<file path="src/rtl/core/lrt_pkg.sv">
// Package for the learning route table: payload structs, the word that
// travels down the cell chain, register indexes and the broadcast id list.
// No dependencies.
`default_nettype none

package lrt_pkg;

  localparam int unsigned CFG_IDX_W = 8;

  localparam logic [CFG_IDX_W-1:0] CFG_ENTRY_TTL      = 8'd0;
  localparam logic [CFG_IDX_W-1:0] CFG_CLEANUP_PERIOD = 8'd1;

  localparam logic [31:0] TTL_RESET    = 32'd10000;
  localparam logic [7:0]  PERIOD_RESET = 8'd10;

  localparam logic       OP_ROUTE = 1'b0;
  localparam logic       OP_LEARN = 1'b1;

  typedef struct packed {
    logic        opcode;
    logic        is_mavlink;
    logic [7:0]  sender_sys;
    logic        src_valid;
    logic [2:0]  src_interface;
    logic [15:0] msg_id;
    logic [7:0]  target_sys;
    logic [31:0] now_ms;
    logic        batch_end;
  } lrt_in_t;

  typedef struct packed {
    logic        explicit_target;
    logic [7:0]  target_devices;
    logic [31:0] hit_total;
    logic [31:0] broadcast_total;
  } lrt_out_t;

  // Word handed from cell to cell. The first pass merges into a matching
  // entry; the second pass fills the first free slot, gathers the route
  // mask and frees expired entries.
  typedef struct packed {
    logic        vld;
    logic        pass_b;
    logic        learn;
    logic        hit;
    logic        route;
    logic        sweep;
    logic [7:0]  sys;
    logic [7:0]  iface_bit;
    logic [7:0]  target;
    logic [31:0] now;
    logic [7:0]  acc;
  } lrt_word_t;

  function automatic logic is_bcast_id(input logic [15:0] id);
    logic r;
    r = (id == 16'd0)  || (id == 16'd1)  || (id == 16'd22) ||
        (id == 16'd30) || (id == 16'd33) || (id == 16'd42) ||
        (id == 16'd74) || (id == 16'd77) || (id == 16'd253);
    return r;
  endfunction

endpackage

`default_nettype wire

</file>
<file path="src/rtl/core/lrt_cell.sv">
// One table entry of the learning route table with its slice of the chain.
// Depends on lrt_pkg for the chain word type.
`default_nettype none

module lrt_cell import lrt_pkg::*; (
  input  logic        clk,
  input  logic        rst_n,
  input  logic [31:0] ttl,
  input  lrt_word_t   word_in,
  output lrt_word_t   word_out
);

  logic        active_r, active_nxt;
  logic [7:0]  sys_r, sys_nxt;
  logic [7:0]  mask_r, mask_nxt;
  logic [31:0] seen_r, seen_nxt;
  lrt_word_t   word_r, word_nxt;
  logic [31:0] age;
  logic        expired;

  always_comb begin
    active_nxt = active_r;
    sys_nxt    = sys_r;
    mask_nxt   = mask_r;
    seen_nxt   = seen_r;
    word_nxt   = word_in;
    age        = 32'd0;
    expired    = 1'b0;
    if (word_in.vld) begin
      if (!word_in.pass_b) begin
        if (word_in.learn && !word_in.hit && active_r && (sys_r == word_in.sys)) begin
          mask_nxt     = mask_r | word_in.iface_bit;
          seen_nxt     = word_in.now;
          word_nxt.hit = 1'b1;
        end
      end else begin
        // The first free slot takes the sender when no entry matched.
        if (word_in.learn && !word_in.hit && !active_r) begin
          active_nxt   = 1'b1;
          sys_nxt      = word_in.sys;
          mask_nxt     = word_in.iface_bit;
          seen_nxt     = word_in.now;
          word_nxt.hit = 1'b1;
        end
        age     = word_in.now - seen_nxt;
        expired = age > ttl;
        if (word_in.route && active_nxt && !expired && (sys_nxt == word_in.target)) begin
          word_nxt.acc = word_in.acc | mask_nxt;
        end
        if (word_in.sweep && active_nxt && expired) begin
          active_nxt = 1'b0;
          mask_nxt   = 8'd0;
        end
      end
    end
  end

  always_ff @(posedge clk) begin
    if (!rst_n) begin
      active_r   <= 1'b0;
      sys_r      <= 8'd0;
      mask_r     <= 8'd0;
      seen_r     <= 32'd0;
      word_r     <= '0;
    end else begin
      active_r   <= active_nxt;
      sys_r      <= sys_nxt;
      mask_r     <= mask_nxt;
      seen_r     <= seen_nxt;
      word_r     <= word_nxt;
    end
  end

  assign word_out = word_r;

endmodule

`default_nettype wire

</file>
<file path="config.mk">
export PLATFORM = sky130hd
export DESIGN_NAME = lrt_cell
export DESIGN_NICKNAME = d
export VERILOG_FILES = /design/src/rtl/core/lrt_pkg.sv /design/src/rtl/core/lrt_cell.sv
export SDC_FILE = /design/constraint.sdc
export NUM_CORES = 1
export LEC_CHECK = 0
export BUFFER_PORTS_ARGS = -buffer_cell sky130_fd_sc_hd__buf_2
export CAP_MARGIN = 20
export CORE_MARGIN = 1
export CORE_UTILIZATION = 45
export DETAILED_ROUTE_END_ITERATION = 8
export PLACE_DENSITY = 0.7
export SLEW_MARGIN = 20
export SYNTH_ARGS = -nofsm -noshare
export SYNTH_HDL_FRONTEND = slang
export SYNTH_SLANG_ARGS = --single-unit
</file>
<file path="constraint.sdc">
create_clock -name clk -period 15.2 [get_ports clk]
set_clock_uncertainty 0.05 [all_clocks]
set_input_delay 0 -clock clk [delete_from_list [all_inputs] [get_ports clk]]
set_output_delay 0 -clock clk [all_outputs]
set_load 0.1 [all_outputs]
</file>
# Word level (Yosys, flattened, before mapping)
# Index checks and enable logic that the tools add are counted.
dict set report totals {
  reg_bits 119
  output_inout_bits 70
  inputBits 104
  wordCells 61
}
dict set report classes {
  magnitude_cmp 1
  n_eq_ne 2
  bitwise_logic 2
  reduce_logical 15
  muxes 25
  add_sub_neg 1
}
# cell n
set op_table {}
lappend op_table {{32-bit two-way mux} 5}
lappend op_table {{8-bit two-way mux} 12}
lappend op_table {{32-bit greater-than comparator} 1}
lappend op_table {{32-bit subtractor} 1}
lappend op_table {{8-bit == test} 2}
lappend op_table {{8-bit OR} 2}
lappend op_table {{1-bit logical AND} 9}
lappend op_table {{1-bit two-way mux} 8}
lappend op_table {{2-bit AND reduction} 2}
lappend op_table {{1-bit zero test} 3}
lappend op_table {{2-bit nonzero test} 1}

# Longest topological paths before layout
# Gate-level depths: netlist of the first run.
dict set report logic_depth {
  depth_word 14
  ltp_mapped 27
  mapped_depth_nobuf 23
}

# Worst setup path after synthesis of the first run
# Ideal clock, no wire load.
dict set report synth_path {
  path_type {reg-to-reg}
  startpoint {register active_r}
  endpoint {register word_r, in the netlist word_out[0]}
  n_path_buf 4
  t_required_ps 15076
  synth_period_minus_slack_ps 5760
  slack_ps 9440
  stages_incl_launch_ff 23
  t_arrival_ps 5635
  setup_time_ps 74
  cell_sequence {dfxtp_1 nor3b_1 clkbuf_1 buf_1 buf_1 mux2i_1 ha_1 a21boi_2 nor3b_1 a221oi_2 o211ai_2 a221o_1 xor2_1 ha_1 a21o_1 a21o_1 a21o_1 a21oi_1 o211ai_1 o31a_1 or3_1 clkbuf_1 o21ai_0}
}
dict set report synth_between {
  elab_chain_cells 13
  word_cells_on_any_way 25
  cone_classes {add/sub (1); order compare (1); eq/ne (1); mux (15); bitwise (1); reduce/logical (6)}
}
# item line_no
set synth_rtl {}
lappend synth_rtl {{start, declared} lrt_cell.sv:13} ;# logic active_r, active_nxt;
lappend synth_rtl {{start signal, assigned} lrt_cell.sv:66} ;# active_r <= active_nxt;
lappend synth_rtl {{1-bit zero test} lrt_cell.sv:38} ;# if (word_in.learn && !word_in.hit && !active_r) begin
lappend synth_rtl {{1-bit logical AND} lrt_cell.sv:38}
lappend synth_rtl {{32-bit two-way mux} lrt_cell.sv:38}
lappend synth_rtl {{32-bit two-way mux} lrt_cell.sv:30} ;# if (!word_in.pass_b) begin
lappend synth_rtl {{32-bit two-way mux} lrt_cell.sv:29} ;# if (word_in.vld) begin
lappend synth_rtl {{32-bit subtractor} lrt_cell.sv:45} ;# age = word_in.now - seen_nxt;
lappend synth_rtl {{32-bit greater-than comparator} lrt_cell.sv:46} ;# expired = age > ttl;
lappend synth_rtl {{1-bit zero test} lrt_cell.sv:47} ;# if (word_in.route && active_nxt && !expired && (sys_nxt == word_in.target)) begin
lappend synth_rtl {{1-bit logical AND (2 in series)} lrt_cell.sv:47}
lappend synth_rtl {{8-bit two-way mux *} lrt_cell.sv:47}
lappend synth_rtl {{8-bit two-way mux *} lrt_cell.sv:30}
lappend synth_rtl {{8-bit two-way mux *} lrt_cell.sv:29}
lappend synth_rtl {{end signal, assigned} lrt_cell.sv:70} ;# word_r <= word_nxt;
lappend synth_rtl {{end, declared} lrt_cell.sv:17} ;# lrt_word_t word_r, word_nxt;
# Every way passes the cells marked *; elsewhere a longest branch is shown, timed or not. The select of a mux whose other input is x is not followed.
# A chain may end at the register's enable or synchronous reset.

# Final worst setup path of the first run
dict set report layout_path {
  startpoint {register active_r}
  endpoint {register word_r, in the netlist word_out[3]}
}
# Same word-level chain as after synthesis.

==> reports/summary.md, run 1 <==
The largest net degree at the start of global routing is 75. From bottom edge to top edge, the die measures 127 um. The sequential element share of the synthesized area is 33.8%, and the antenna diode instance count is 0.

Number of enable-type register cells in the synthesized netlist: 0. The startpoint of the worst register-to-register path is active_r. Total power for the finished layout comes to 1.01 mW.

Before antenna repair, the detailed router went through 5 iterations. The maximum number of buffers from clock root to sink was 2. For the number of levels the H-tree was split into, the log shows 4. The buffer cell driving the clock tree root was clkbuf_16. Setup repair after global routing left no endpoint under its margin. The aggregate global routing overflow came out at 0.

The startpoint identified for the worst hold timing path is word_in[45]. The max capacitance violation total is 0, and the initial antenna violation count is 0. The clock transition at the registers of the reported paths came out at 0.06 ns. The run gives 322 as the count of routing violations after the opening detailed-route iteration.

The met3 wire length was 911 um. The flow ran to the end, and the final reports show no timing, DRC or antenna violations. The mean post-synth cell area is 7.98 sq um, and the detailed-route wire length is 19.5 mm. The floorplan step defined a die boundary enclosing 16,200 sq um. The logs give 0 for the final setup violation count and 9.24 mm for the length of routed met2 wiring. The tools report the total negative setup slack as 0 ns. At the worst endpoint, the required time is 15.51 ns. The routed length per instance was 14.5 um; the portion of the clock cycle consumed by the worst path in the final layout was 43.9%.

The leakage dissipation is 4.31 nW. When the netlist entered floorplanning its net count stood at 1,046. The total clock buffers created by CTS came out at 17. The category of the most critical setup path was flop to flop. STA classifies the critical path startpoint as a flop. Counting every instance in the synthesized netlist gives 884. Cells with a size suffix above 1 make up 19.2% of the layout. Mapped cell area: 7060 sq um. In the layout the commonest cells are buf_2 (173), nand2_1 (155), dfxtp_1 (119).

The DRC violation count after routing was 0. The later pin in the worst-skew pair is clocked with a latency of 0.42 ns. The path type of the worst min-delay path is input pin to flop.

The post-layout minimum cycle time came out at 6.68 ns. Global-route wire length before repair: 31.9 mm. The number of vias in the routed layout is 6,880, and the data arrival time at the worst-slack endpoint is 6.99 ns.

In the final routing, the length of wire on met1 measures 8.93 mm. The maximum clock rate was 0.150 GHz. Most frequently used flop master after synthesis: dfxtp_1. The initialized floorplan defines 45 standard-cell rows. The tools report the count of endpoints failing hold in the final timing report as 0.

Total global routing track utilization: 24.8%. Sorting the synthesized cells by area gives the leading types as dfxtp_1 (34%), ha_1 (10%), nand2_1 (8.2%). The count of final max-slew check failures is 0, and the ratio of routed vias to standard cells is 5.11. TritonCTS built the clock tree.

The count of nets left with antenna violations once routing finished came out at 0. In this run the tightest slew margin relative to its limit is 30.4%. The synthesized design contains 119 register bits. For the peak supply drop, the log shows 0.0000737 V. Of all cell types, the one taking the most synthesized area is dfxtp_1. The number of nets in the layout is 1,284, and the power density over the cells is 107 nW/um^2. The highest layer touched by signal routing is met4.

The share of Yosys cell area claimed by the top area cell type is 33.8%, and the number of top-level pins is 174. The logs give 14.0 mm for the detailed-placement wirelength estimate and 59 for the number of unique standard cell types used by synthesis. The run gives 46.3% as the initial cell density of the core. After floorplanning, the core was sized to cover 15,300 sq um. Of all nets on the critical path, the largest fanout is 28. The number of global-route vias before repair was 6,737; the CTS sink count was 119. Input and output buffers added on the ports amount to 173. Leaving out fill and tap cells, the most frequent cell in the layout is buf_2. The final weighted congestion in routability-driven placement came out at 0.923. The most critical setup path has its endpoint at word_out[3].

From synthesis to final layout, the design area changed by 33.6%. Setup slack on the worst reg-to-reg path comes out at 8.52 ns. The share of async-settable or async-resettable flops after synthesis works out to 0%. The worst setup path is captured at a flop.

Critical path launch point: active_r. The pin slew with the least headroom to its limit came out at 1.03 ns. The count of cells along the worst register-to-register path is 22. The Yosys step of the flow raised 0 warnings. The worst register-to-register path ends at word_out[3]. The overall die width works out to 127 um.
[per-stage QoR]
step / hold slack, ns / worst slack [ns] / instance area (sq um) / std cells / utilization, %
3_3_place_gp: 0.159 / 9.16 / 8090 / 1234 / 53.0
4_1_cts: 0.292 / 8.54 / 9430 / 1346 / 61.8
3_5_place_dp: 0.155 / 8.98 / 8090 / 1234 / 53.0
6_report: 0.303 / 8.52 / 9430 / 1346 / 61.8
5_1_grt: 0.313 / 7.81 / 9430 / 1346 / 61.8
2_1_floorplan: 0.0586 / 9.44 / 7060 / 884 / -
[state kept, by name, summed over array words and instances, names as in the netlist]
| signal | cells |
|---|---|
| active_r | 1 |
| mask_r | 8 |
| seen_r | 32 |
| sys_r | 8 |
| word_out | 70 |
[where the power goes]
part	switching (mW)	total, mW	internal [mW]
clock	0.153	0.366	0.213
sequential	0.00520	0.332	0.327
combinational	0.200	0.310	0.110
total	0.358	1.01	0.650
[cell usage after synthesis (2+ instances only)]
master,number
o21ai_0,35
nor2b_1,16
nor3_1,9
inv_1,46
and2_1,62
nand3_1,15
mux2i_1,32
and4_1,2
and3_1,10
nor3b_1,3
o21a_1,5
xnor2_1,27
clkbuf_1,33
nand2_1,155
dfxtp_1,119
buf_2,2
o2111ai_1,3
or3_1,3
a21boi_0,2
a211oi_1,4
o31ai_1,3
a31oi_1,5
o211ai_1,8
o21bai_1,6
a21o_1,21
nor4_1,4
o21ai_1,2
buf_1,3
xor2_1,19
nand2b_1,4
nor2_1,26
a21oi_1,103
ha_1,58
a21boi_1,2
nand4_1,13
[per-layer routing]
| layer | vias to the layer above | track usage [%] |
|---|---|---|
| li1 | 3527 | - |
| met1 | 3121 | 30.3 |
| met2 | 202 | 43.3 |
| met3 | 30 | 5.11 |
| met4 | 0 | 8.33 |
| met5 | - | 0 |
[worst min path at each step]
stage                   endpoint  slack (ns)  cells past startpoint
floorplan            word_out[0]        0.06                      2
global placement     word_out[1]        0.16                      3
detailed placement   word_out[1]        0.16                      3
CTS                 word_out[45]        0.29                      3
global route        word_out[47]        0.31                      3
finish              word_out[45]        0.30                      3
[worst max-delay path, stage by stage (launching register included)]
cell           delay [ns]
dfxtp_1              0.37
or3b_1               0.81
nand2_1              0.18
o21ai_0              0.10
ha_1                 0.25
inv_1                0.11
ha_1                 0.24
nor4bb_1             0.65
a41oi_2              0.05
nor3b_1              0.29
a221oi_2             0.16
o21ai_1              0.34
a21oi_1              0.17
o21ai_0              0.21
xor2_1               0.10
ha_1                 0.30
nand3_1              0.10
nor4_1               0.49
nand4_1              0.16
o31a_1               0.18
or3_1                0.51
o21ai_0              0.23
dlygate4sd3_1        0.58
[final cells by class]
class	instances	area [sq um]
multi-input cells	678	4350
clock buffers	19	443
well taps	211	264
clock inverters	13	97.6
flip-flops and latches	119	2380
repair buffers	259	1710
inverters	47	176
fillers	1362	5830
[cell families after synthesis]
logic type      after synthesis  synth area share (%)
simple gates                325                  22.2
compound gates              216                  18.7
flops                       119                  33.8
buf+inv                      87                  4.73
fa+ha+maj                    59                  10.4
xor+xnor                     46                  5.71
mux                          32                  4.54
[timing repair]
item	CTS	global route
hold buffers	80	0
resized for setup	0	0
buffers inserted	0	0
hold endpoints to repair	117	0
No activity file was read; power rests on OpenSTA's default activity.
==> run 2: changes to the inputs <==
==> constraint.sdc (replaced) <==
create_clock -name clk -period 6.52 [get_ports clk]
set_clock_uncertainty 0.05 [all_clocks]
set_input_delay 0 -clock clk [delete_from_list [all_inputs] [get_ports clk]]
set_output_delay 0 -clock clk [all_outputs]
set_load 0.1 [all_outputs]
==> run 2 against run 1 <==
Power is 150% higher; sequential cell count stayed put; worst setup slack worse by 8.1 ns; via count is 1.2% higher; worst hold slack worse by 0.069 ns; cell area is 0.84% higher; register-to-register slack worse by 8.1 ns; die area stayed put; critical path type unchanged.
==> reports/summary.md, run 2 (same netlist as run 1, synthesis figures left out) <==
The initial antenna violation count was 0 (unchanged); the antenna violation net count after detailed routing was 0 (unchanged). The power density over the cells came out at 261 nW/um^2 (+140%). Area added between synthesis and finish: 34.7%. For the number of setup buffers added after CTS, the log shows 0 (unchanged). Maximum clock rate: 0.164 GHz (+9.4%).

TritonCTS built the clock tree. The data arrival time at the worst-slack endpoint is 6.41 ns (-0.58 ns). Path type of the worst min-delay path: input pin to flop. The hold slack came out at 0.234 ns (-0.0689 ns). The share of the core filled with cells was 62.3% (+0.52 points). The tools report the number of nets in the layout as 1,285 (+0.078%).

The count of routing violations after the opening detailed-route iteration was 345 (+7.1%); the total clock buffers created by CTS was 17 (unchanged). The ratio of routed vias to standard cells is 5.17 (+1.1%), and the detailed-route wire length is 19.8 mm (+1.5%). The overall die width works out to 127 um (unchanged).

The tools report the startpoint type of the worst setup path as a flop. The logs give 15,300 sq um (unchanged) for the placeable core region and 32.6 mm (+2.2%) for the global-route wire length before repair. The startpoint identified for the worst hold timing path is rst_n. For the number of levels the H-tree was split into, the log shows 4 (unchanged). The initial cell density of the core was 46.3% (unchanged). The tools report the required time of the critical path as 6.83 ns (-8.68 ns). The antenna diode instance count was 0 (unchanged). The worst register-to-register path ends at word_out[6].

The top cell types in the final layout, fill and taps aside, are buf_2 (173), nand2_1 (155), dfxtp_1 (119). The peak fanout along the critical path works out to 21 (-25%). The tools report the number of top-level pins as 174 (unchanged).

The pin slew with the least headroom to its limit was 1.00 ns (-0.0286 ns); the post-layout minimum cycle time was 6.11 ns (-0.572 ns). The clock transition at the registers of the reported paths is 0.06 ns (about the same). The detailed-placement wirelength estimate was 14.0 mm (-0.14%); the number of vias in the routed layout was 6,962 (+1.2%). The routed length per instance is 14.7 um (+1.5%), and the peak supply drop is 0.000178 V (+140%). The portion of the clock cycle consumed by the worst path in the final layout was 93.7% (+50 points). The number of flip-flops in the largest register is 70 (unchanged). The logs give 0 (unchanged) for the aggregate global routing overflow and 0.41 ns (-8.11 ns) for the minimum setup slack among reg-to-reg paths.

Setup repair after global routing left no endpoint under its margin. The count of final max-slew check failures was 0 (unchanged); the total global routing track utilization was 25.3% (+0.51 points). The number of global-route vias before repair came out at 6,725 (-0.18%). STA classifies the critical path endpoint as a flop. For the DRC violation count after routing, the log shows 0 (unchanged).

The leakage dissipation came out at 4.35 nW (+0.96%). The run gives 16,200 sq um (unchanged) as the overall die area. The logs give 2 (unchanged) for the maximum number of buffers from clock root to sink and 0.907 (-1.7%) for the final weighted congestion in routability-driven placement. Number of iterations in the first detailed-routing pass: 5 (unchanged). The count of endpoints failing hold in the final timing report is 0 (unchanged). The worst setup path is of the flop to flop kind. The fraction of layout cells with a size suffix above 1 is 19.6% (+0.42 points).

The final setup violation count is 0 (unchanged), and the total negative setup slack is 0 ns (unchanged). The number of standard-cell rows in the floorplan is 45 (unchanged), and the number of cells on the worst hold path is 3 (unchanged). The filler cell count is 1,332 (-2.2%), and the largest net degree at the start of global routing is 77 (+2.7%).

In this run the critical register-to-register path is launched from active_r. The root buffer cell chosen for the clock tree is clkbuf_16. The run gives 0.42 ns (about the same) as the insertion delay to the later sink of the worst-skew pair. The run finished with clean final reports. Leaving out fill and tap cells, the most frequent cell in the layout is buf_2.

The relative slew slack was 32.4% (+1.9 points). The count of cells along the worst register-to-register path is 21 (-4.5%), and the die outline height is 127 um (unchanged). Number of buffer cells added on primary ports: 173 (unchanged). The path with the worst hold slack has its endpoint at mask_r[2].

The max capacitance violation total was 0 (unchanged). The CTS sink count was 119 (unchanged).
==> run 2: worst max-delay path by stage <==
| stage | start | to | slack, ns |
|---|---|---|---|
| CTS | active_r | word_out[3] | 0.40 |
| floorplan | active_r | word_out[0] | 0.76 |
| detailed placement | active_r | mask_r[6] | 0.85 |
| finish | active_r | word_out[6] | 0.41 |
| global placement | active_r | mask_r[6] | 1.09 |
| global route | active_r | word_out[6] | 0.005 |
==> run 2: metrics by stage <==
step | cell area [sq um] | worst slack [ns] | total power [mW] | cells
5_1_grt | 9510 | 0.00472 | 2.60 | 1347
4_1_cts | 9500 | 0.398 | 2.48 | 1347
3_5_place_dp | 8110 | 0.853 | 1.47 | 1237
6_report | 9510 | 0.414 | 2.48 | 1347
2_1_floorplan | 7060 | 0.760 | 1.31 | 884
3_3_place_gp | 8110 | 1.09 | 1.47 | 1237
==> run 2: what timing repair did <==
| item | CTS | global route |
|---|---|---|
| gates resized for setup | 0 | 1 |
| setup endpoints to repair | 0 | 8 |
| endpoints found under the hold margin | 118 | 0 |
| hold buffers | 78 | 0 |
==> run 2: metal layers <==
metal	share of wire (%)	GRT usage (%)	routed length (um)	vias up
met4	1.8	8.12	348	0
met3	5.0	4.77	986	28
li1	-	-	-	3529
met1	46	31.8	9030	3200
met2	48	43.7	9390	205
met5	0	0	0	-
==> run 2: final cells by class <==
class / count / area, sq um / area share, %
multi-input combinational: 678 / 4360 / 45.9
sequential: 119 / 2380 / 25.1
timing repair buffer: 260 / 1710 / 18.0
clock buffer: 18 / 439 / 4.62
tap: 211 / 264 / 2.78
inverter: 47 / 176 / 1.86
clock inverter: 14 / 171 / 1.80
==> run 2: critical path: stages, from the launching register on <==
cell	delay [ns]
dfxtp_1	0.37
nor3b_2	0.23
buf_4	0.31
buf_4	0.36
mux2i_1	0.23
ha_1	0.32
a21oi_1	0.20
o31ai_1	0.10
a221oi_2	0.46
o211ai_2	0.18
a221o_1	0.41
xor2_1	0.17
ha_1	0.18
a21o_1	0.17
a21o_1	0.16
a21o_1	0.18
a21oi_1	0.14
o211ai_1	0.13
o31a_1	0.37
or3_1	0.51
o21ai_0	0.22
dlygate4sd3_1	0.58
==> run 2: power breakdown <==
part / switching (mW) / internal, mW
registers: 0.0126 / 0.762
logic: 0.475 / 0.258
clock network: 0.358 / 0.614
total: 0.846 / 1.63
